### src/design/spq_pkg.sv
// Shared types and codes for the sorted priority queue.
package spq_pkg;

  localparam logic [1:0] CMD_INSERT = 2'd0;
  localparam logic [1:0] CMD_POP    = 2'd1;
  localparam logic [1:0] CMD_CLEAR  = 2'd2;

  localparam logic [1:0] ST_OK    = 2'd0;
  localparam logic [1:0] ST_EMPTY = 2'd1;
  localparam logic [1:0] ST_FULL  = 2'd2;

  localparam int KEY_W = 16;
  localparam int RANK_W = 16;
  localparam int OCC_W = 5;

  typedef struct packed {
    logic [1:0]               cmd;
    logic [KEY_W-1:0]         entry_key;
    logic signed [RANK_W-1:0] entry_rank;
  } in_t;

  typedef struct packed {
    logic [1:0]               status;
    logic [KEY_W-1:0]         popped_key;
    logic [KEY_W-1:0]         front_key;
    logic signed [RANK_W-1:0] front_rank;
    logic [OCC_W-1:0]         occupancy;
    logic                     is_empty;
  } out_t;

  // Commands from the controller to the datapath.
  typedef struct packed {
    logic capture;
    logic apply;
  } ctl_t;

  typedef enum logic [1:0] {
    S_IDLE = 2'b01,
    S_EXEC = 2'b10
  } state_t;

endpackage

### src/design/spq_datapath.sv
// Datapath: item register, row of compare-and-shift cells, fill count and result register.
module spq_datapath #(
  parameter int CAPACITY = 16
) (
  input  logic            clk,
  input  logic            rst_n,
  input  spq_pkg::ctl_t   ctl,
  input  spq_pkg::in_t    in_data,
  output spq_pkg::out_t   out_data
);

  localparam int CNT_W = $clog2(CAPACITY + 1);

  spq_pkg::in_t                       item_r;
  logic [spq_pkg::KEY_W-1:0]          key_r    [CAPACITY];
  logic signed [spq_pkg::RANK_W-1:0]  rank_r   [CAPACITY];
  logic [spq_pkg::KEY_W-1:0]          key_nxt  [CAPACITY];
  logic signed [spq_pkg::RANK_W-1:0]  rank_nxt [CAPACITY];
  logic [CNT_W-1:0]                   count_r;
  logic [CNT_W-1:0]                   count_nxt;
  logic [CAPACITY-1:0]                gt;
  logic [CAPACITY-1:0]                gt_prev;
  logic                               full;
  logic                               empty;
  spq_pkg::out_t                      res;
  spq_pkg::out_t                      out_r;

  assign full    = (count_r == CNT_W'(CAPACITY));
  assign empty   = (count_r == '0);
  assign gt_prev = {gt[CAPACITY-2:0], 1'b0};

  // Each occupied cell compares its own rank against the new one.
  always_comb begin
    for (int i = 0; i < CAPACITY; i++) begin
      gt[i] = (CNT_W'(i) < count_r) && (rank_r[i] > item_r.entry_rank);
    end
  end

  always_comb begin
    key_nxt        = key_r;
    rank_nxt       = rank_r;
    count_nxt      = count_r;
    res.status     = spq_pkg::ST_OK;
    res.popped_key = '0;
    case (item_r.cmd)
      spq_pkg::CMD_INSERT: begin
        if (full) begin
          res.status = spq_pkg::ST_FULL;
        end else begin
          for (int i = 0; i < CAPACITY; i++) begin
            if (gt[i] || (CNT_W'(i) == count_r)) begin
              if (gt_prev[i]) begin
                key_nxt[i]  = key_r[i-1];
                rank_nxt[i] = rank_r[i-1];
              end else begin
                key_nxt[i]  = item_r.entry_key;
                rank_nxt[i] = item_r.entry_rank;
              end
            end
          end
          count_nxt = count_r + 1'b1;
        end
      end
      spq_pkg::CMD_POP: begin
        if (empty) begin
          res.status = spq_pkg::ST_EMPTY;
        end else begin
          res.popped_key = key_r[0];
          for (int i = 0; i < CAPACITY - 1; i++) begin
            key_nxt[i]  = key_r[i+1];
            rank_nxt[i] = rank_r[i+1];
          end
          count_nxt = count_r - 1'b1;
        end
      end
      spq_pkg::CMD_CLEAR: begin
        count_nxt = '0;
      end
      default: begin
      end
    endcase
    res.is_empty   = (count_nxt == '0);
    res.front_key  = res.is_empty ? '0 : key_nxt[0];
    res.front_rank = res.is_empty ? '0 : rank_nxt[0];
    res.occupancy  = spq_pkg::OCC_W'(count_nxt);
  end

  always_ff @(posedge clk) begin
    if (!rst_n) begin
      count_r <= '0;
    end else if (ctl.apply) begin
      count_r <= count_nxt;
    end
  end

  always_ff @(posedge clk) begin
    if (ctl.capture) begin
      item_r <= in_data;
    end
    if (ctl.apply) begin
      key_r  <= key_nxt;
      rank_r <= rank_nxt;
      out_r  <= res;
    end
  end

  assign out_data = out_r;

endmodule

### src/design/spq_ctrl.sv
// Controller: state machine that sequences capture, apply and the output beat.
module spq_ctrl (
  input  logic          clk,
  input  logic          rst_n,
  input  logic          in_valid,
  output logic          in_stall,
  output logic          out_valid,
  input  logic          out_stall,
  output spq_pkg::ctl_t ctl
);

  spq_pkg::state_t state_r;
  spq_pkg::state_t state_nxt;
  logic            out_valid_r;
  logic            out_valid_nxt;

  assign in_stall    = (state_r != spq_pkg::S_IDLE);
  assign ctl.capture = in_valid && !in_stall;
  assign ctl.apply   = (state_r == spq_pkg::S_EXEC) && (!out_valid_r || !out_stall);

  always_comb begin
    state_nxt = state_r;
    case (state_r)
      spq_pkg::S_IDLE: begin
        if (ctl.capture) begin
          state_nxt = spq_pkg::S_EXEC;
        end
      end
      spq_pkg::S_EXEC: begin
        if (ctl.apply) begin
          state_nxt = spq_pkg::S_IDLE;
        end
      end
      default: begin
        state_nxt = spq_pkg::S_IDLE;
      end
    endcase
    out_valid_nxt = ctl.apply || (out_valid_r && out_stall);
  end

  always_ff @(posedge clk) begin
    if (!rst_n) begin
      state_r     <= spq_pkg::S_IDLE;
      out_valid_r <= 1'b0;
    end else begin
      state_r     <= state_nxt;
      out_valid_r <= out_valid_nxt;
    end
  end

  assign out_valid = out_valid_r;

  a_capture_to_exec: assert property (@(posedge clk) disable iff (!rst_n)
    ctl.capture |=> (state_r == spq_pkg::S_EXEC))
    else $error("captured beat did not move the controller to execute");

  a_apply_only_exec: assert property (@(posedge clk) disable iff (!rst_n)
    ctl.apply |-> (state_r == spq_pkg::S_EXEC))
    else $error("datapath update outside execute state");

  a_valid_from_apply: assert property (@(posedge clk) disable iff (!rst_n)
    $rose(out_valid_r) |-> $past(ctl.apply))
    else $error("result valid without a datapath update");

  a_no_overwrite: assert property (@(posedge clk) disable iff (!rst_n)
    (out_valid_r && out_stall) |-> !ctl.apply)
    else $error("pending result overwritten");

endmodule

### src/design/sorted_priority_queue_top.sv
// Top level of the sorted priority queue: controller and datapath.
// A command beat taken by the capture step is held in the item register; the apply step then
// loads its result into the output register once no earlier result is left waiting there.
// The output register lets the next command beat be taken while a result still waits.
// Reset (rst_n, synchronous, active low) empties the queue and drops any pending result;
// slot contents are not cleared, since only slots below the fill count are ever read.
module sorted_priority_queue_top #(
  parameter int CAPACITY = 16
) (
  input  logic          clk,
  input  logic          rst_n,
  input  logic          in_valid,
  output logic          in_stall,
  input  spq_pkg::in_t  in_data,
  output logic          out_valid,
  input  logic          out_stall,
  output spq_pkg::out_t out_data
);

  // The controller hands the datapath two commands: capture latches the incoming
  // beat, apply performs the insert, pop or clear on every cell at once and loads
  // the result register.
  spq_pkg::ctl_t ctl;

  spq_ctrl u_ctrl (
    .clk       (clk),
    .rst_n     (rst_n),
    .in_valid  (in_valid),
    .in_stall  (in_stall),
    .out_valid (out_valid),
    .out_stall (out_stall),
    .ctl       (ctl)
  );

  // The datapath keeps the entries as a sorted row of cells. On insert, every
  // cell whose rank is strictly greater than the new one shifts back by one, so
  // equal ranks stay in arrival order; on pop, every cell shifts forward.
  spq_datapath #(
    .CAPACITY (CAPACITY)
  ) u_datapath (
    .clk      (clk),
    .rst_n    (rst_n),
    .ctl      (ctl),
    .in_data  (in_data),
    .out_data (out_data)
  );

endmodule

### config.mk
export PLATFORM = sky130hd
export DESIGN_NAME = sorted_priority_queue_top
export DESIGN_NICKNAME = d
export VERILOG_FILES = /design/src/design/spq_pkg.sv /design/src/design/spq_datapath.sv /design/src/design/spq_ctrl.sv /design/src/design/sorted_priority_queue_top.sv
export SDC_FILE = /design/constraint.sdc
export NUM_CORES = 2
export LEC_CHECK = 0
export BUFFER_PORTS_ARGS = -buffer_cell sky130_fd_sc_hd__buf_2
export CELL_PAD_IN_SITES_DETAIL_PLACEMENT = 0
export CELL_PAD_IN_SITES_GLOBAL_PLACEMENT = 1
export CORE_MARGIN = 4
export CORE_UTILIZATION = 35
export CTS_BUF_LIST = sky130_fd_sc_hd__clkbuf_8
export CTS_CLUSTER_DIAMETER = 50
export DETAILED_ROUTE_END_ITERATION = 16
export PLACE_DENSITY = 0.69
export SLEW_MARGIN = 15
export SYNTH_ARGS = -nofsm -noshare
export SYNTH_HDL_FRONTEND = slang
export SYNTH_SLANG_ARGS = --single-unit
### constraint.sdc
create_clock -name clk -period 11.4 [get_ports clk]
set_input_delay 1.14 -clock clk [delete_from_list [all_inputs] [get_ports clk]]
set_output_delay 1.14 -clock clk [all_outputs]
set_load 0.1 [all_outputs]
==> impl_metrics.env <==
export IMPL_status="finished, final reports clean"
export IMPL_pwr_density_cell_nw_per_um2=121
export IMPL_area_growth_syn_to_layout_pct=11.2
export IMPL_tritoncts="yes"
export IMPL_timing_final_hold_violations=0
export IMPL_report_final_setup_viol=0
export IMPL_worst_path_most_repeated_cell="sky130_fd_sc_hd__buf_4"
export IMPL_core_region_area_um2=104000
export IMPL_yosys_area_share_xor_xnor_pct=0.0239
export IMPL_postSynthCellCount=3416
export IMPL_cts_buffers=105
export IMPL_synth_net_count=3715
export IMPL_gr_usage_all_layers_pct=19.3
export IMPL_timing_max_transition_violations_final=0
export IMPL_main_combinational_cell_family_by_area_after_synthesis="compound AO/OA/AOI/OAI gates"
export IMPL_antenna_violations_before_repair=1
export IMPL_finalCriticalPeriod_ns=4.95
export IMPL_slowest_stage_delay_on_critical_path_ns=0.87
export IMPL_p_leak_uw=0.0144
export IMPL_synth_avg_cell_area_um2=10.7
export IMPL_timing_critical_path_max_delay_family="buffers and inverters"
export IMPL_cp_max_fo=91
export IMPL_num_rows=118
export IMPL_layout_cells_most_common_list="602 x sky130_fd_sc_hd__edfxtp_1, 585 x sky130_fd_sc_hd__nand2_1, 326 x sky130_fd_sc_hd__mux2i_1"
export IMPL_regToRegEndpoint="u_datapath.key_r[128]$_DFFE_PP_"
export IMPL_cp_num_cells=10
export IMPL_worstSetupPathType="reg -> reg"
export IMPL_antenna_diode_count=0
export IMPL_layout_cells_most_common="sky130_fd_sc_hd__edfxtp_1"
export IMPL_first_global_vias=28600
export IMPL_vdd_drop_max_mv=0.0780
export IMPL_drt_vias_per_instance=5.73
export IMPL_initial_core_util_pct=35.3
export IMPL_dp_hpwl_mm=75.4
export IMPL_synth_main_ff_cell="sky130_fd_sc_hd__edfxtp_1"
export IMPL_slowest_stage="sky130_fd_sc_hd__buf_4"
export IMPL_synth_simple_gate_area_share_pct=12.3
export IMPL_timing_critical_path_cells="inv_1 > ha_1 > nor4b_4 > buf_4 > nor3b_2 > buf_4 > buf_4 > buf_4 > a22oi_1 > nand2_1"
export IMPL_global_route_wire_length_before_repair_mm=171
export IMPL_critical_path_arrival_ns=5.55
export IMPL_gp_congestion=0.850
export IMPL_final_routed_drc_violation_total=0
export IMPL_register_bit_total_from_synthesis=610
export IMPL_cts_repair_resized=0
export IMPL_die_area_um2=110000
export IMPL_detailedRoute_firstPassIterationCount=7
export IMPL_post_synth_edffs=602
export IMPL_timing_final_crit_share_pct=43.4
export IMPL_totalPowerFinal_uw=4930
export IMPL_relSlewSlack_pct=24.8
export IMPL_cp_num_buf_inv=5
export IMPL_detail_route_iter0_violations=2256
export IMPL_synth_distinct_cells=68
export IMPL_worst_r2r_setup_slack_ns=6.45
export IMPL_post_drt_wl_per_cell_um=22.5
export IMPL_placement_io_buffers=95
export IMPL_syn_cell_area_um2=36600
export IMPL_timing_max_cap_violations=0
export IMPL_synth_yosys_seq_area_share_pct=49.9
export IMPL_clock_sinks=610
export IMPL_rr_worst_depth=10
export IMPL_postSynth_asyncResetShare_pct=0
export IMPL_io_pins=96
export IMPL_dieWidth_um=331
export IMPL_post_cts_buffers=0
export IMPL_ant_nets=0
export IMPL_final_net_count=3732
export IMPL_setup_worst_path_end_class="register"
export IMPL_grt_max_degree=111
export IMPL_ratio_of_cells_with_drive_above_1_in_the_final_layout_pct=11.6
export IMPL_critical_path_reg2reg_startpoint="u_datapath.count_r[1]$_SDFFE_PN0P_"
export IMPL_rsz0062_at_grt="no"
export IMPL_cts_hold_buf=0
export IMPL_h_tree_depth=3
export IMPL_worst_skew_pair_late_latency_ns=0.75
export IMPL_critPathLaunchType="register"
export IMPL_clock_path_buffers=3
export IMPL_synth_mux_area_fraction_pct=10.5
export IMPL_timing_fmax_mhz=202
export IMPL_clk_pin_slew_ns=0.07
export IMPL_post_synth_fa_ha_maj_area_fraction_pct=8.93
export IMPL_cts_root_buffer="sky130_fd_sc_hd__clkbuf_8"
export IMPL_floorplan_die_height_um=331
export IMPL_globalRoute_totalOverflow=0
export IMPL_filler_cell_count=10400
export IMPL_wl_mm=110
export IMPL_hold_path_depth=2
export IMPL_setup_total_negative_slack_ns=0
export IMPL_clock_skew_ns=0.0380
export IMPL_crit_required_ns=12.00
export IMPL_worstHoldEndpoint="u_datapath.key_r[23]$_DFFE_PP_"
export IMPL_via_count=28100
export IMPL_min_from="u_datapath.key_r[7]$_DFFE_PP_"
export IMPL_share_of_the_synthesized_area_in_compound_gates_ao_oa_aoi_oai_pct=14.9
export IMPL_worst_slew_pin_transition_ns=1.13
export IMPL_yosys_warnings=0
export IMPL_worstHoldPathType="reg -> reg"
-- cells by family after synthesis --
logic type | Yosys count
XOR/XNOR | 1
buffers and inverters | 324
flip-flops | 610
AND/OR/NAND/NOR | 1008
multiplexers | 376
AO/OA/AOI/OAI | 836
adder cells (fa/ha/maj) | 261
-- sequential cells by signal, summed over array words and instances (netlist names) --
name                 count
u_ctrl.out_valid         1
u_ctrl.state_r           2
u_datapath.count_r       5
u_datapath.item_r       34
u_datapath.key_r       256
u_datapath.out_data     56
u_datapath.rank_r      256
-- synthesized netlist by cell type, types with 16 or more instances --
master                     count  area share (%)
sky130_fd_sc_hd__a21o_1       38            0.78
sky130_fd_sc_hd__a21oi_1     123             1.7
sky130_fd_sc_hd__a221o_1      65             1.8
sky130_fd_sc_hd__a22o_1       33            0.79
sky130_fd_sc_hd__a22oi_1      50             1.0
sky130_fd_sc_hd__a41oi_1      32            0.77
sky130_fd_sc_hd__and2_1       17            0.29
sky130_fd_sc_hd__and3_1       49            0.84
sky130_fd_sc_hd__buf_2        47            0.64
sky130_fd_sc_hd__clkbuf_1    208             2.1
sky130_fd_sc_hd__edfxtp_1    602              49
sky130_fd_sc_hd__ha_1        261             8.9
sky130_fd_sc_hd__inv_1        51            0.52
sky130_fd_sc_hd__mux2_2       48             1.5
sky130_fd_sc_hd__mux2i_1     328             9.0
sky130_fd_sc_hd__nand2_1     586             6.0
sky130_fd_sc_hd__nand3_1     127             1.7
sky130_fd_sc_hd__nand4_1      38            0.65
sky130_fd_sc_hd__nor2_1       98             1.0
sky130_fd_sc_hd__nor2b_1      29            0.50
sky130_fd_sc_hd__o211ai_1     74             1.5
sky130_fd_sc_hd__o21a_1       17            0.35
sky130_fd_sc_hd__o21ai_0     305             4.2
sky130_fd_sc_hd__o21ai_1      16            0.22
sky130_fd_sc_hd__o22ai_1      16            0.27
-- where the power goes --
part | total, µW | leakage, µW | switching (µW) | internal [µW]
registers | 2520 | 0.00559 | 30.6 | 2490
logic | 446 | 0.00767 | 289 | 157
clock network | 1970 | 0.00114 | 979 | 991
total | 4930 | 0.0144 | 1300 | 3630
-- how the worst max path moves through the flow --
stage                                                  to                          startpoint  slack [ns]
after detailed placement   u_datapath.key_r[87]$_DFFE_PP_  u_datapath.count_r[1]$_SDFFE_PN0P_        6.46
after CTS                  u_datapath.key_r[87]$_DFFE_PP_  u_datapath.count_r[1]$_SDFFE_PN0P_        6.45
after global placement     u_datapath.key_r[87]$_DFFE_PP_  u_datapath.count_r[1]$_SDFFE_PN0P_        6.51
final                     u_datapath.key_r[128]$_DFFE_PP_  u_datapath.count_r[1]$_SDFFE_PN0P_        6.45
after global routing      u_datapath.key_r[135]$_DFFE_PP_  u_datapath.count_r[1]$_SDFFE_PN0P_        6.11
after floorplan           u_datapath.key_r[128]$_DFFE_PP_                           out_stall        2.42
-- worst reg2reg max path, delay by kind of cell, from the launching register on --
family	cells	cell delay, ns
flip-flops	1	0.70
buffers and inverters	5	3.03
adder cells (fa/ha/maj)	1	0.29
AO/OA/AOI/OAI	1	0.29
AND/OR/NAND/NOR	3	0.52
-- routing by layer --
metal	GRT usage [%]	routed length, µm
met1	27.4	51600
met2	31.0	51000
met3	2.97	5440
met4	5.07	2430
met5	0	13
-- metrics by stage --
step           instance area [µm²]  util [%]  hold WS (ns)  setup WS [ns]  cells
5_1_grt                      40700      39.3         0.510           6.11   4900
3_3_place_gp                 38600      37.3         0.500           6.51   4703
3_5_place_dp                 38600      37.3         0.525           6.46   4704
2_1_floorplan                36600         -         0.496           2.42   3416
4_1_cts                      40600      39.2         0.493           6.45   4898
6_report                     40700      39.3         0.510           6.45   4900
-- layout make-up --
type | count | area (µm²) | area share [%]
clock buffers | 107 | 1470 | 3.62
clock inverters | 87 | 523 | 1.29
inverters | 51 | 191 | 0.470
multi-input cells | 2482 | 17300 | 42.6
flip-flops and latches | 610 | 18200 | 44.8
well taps | 1380 | 1730 | 4.24
repair buffers | 183 | 1200 | 2.94
Power figures use the tool's default switching activity.
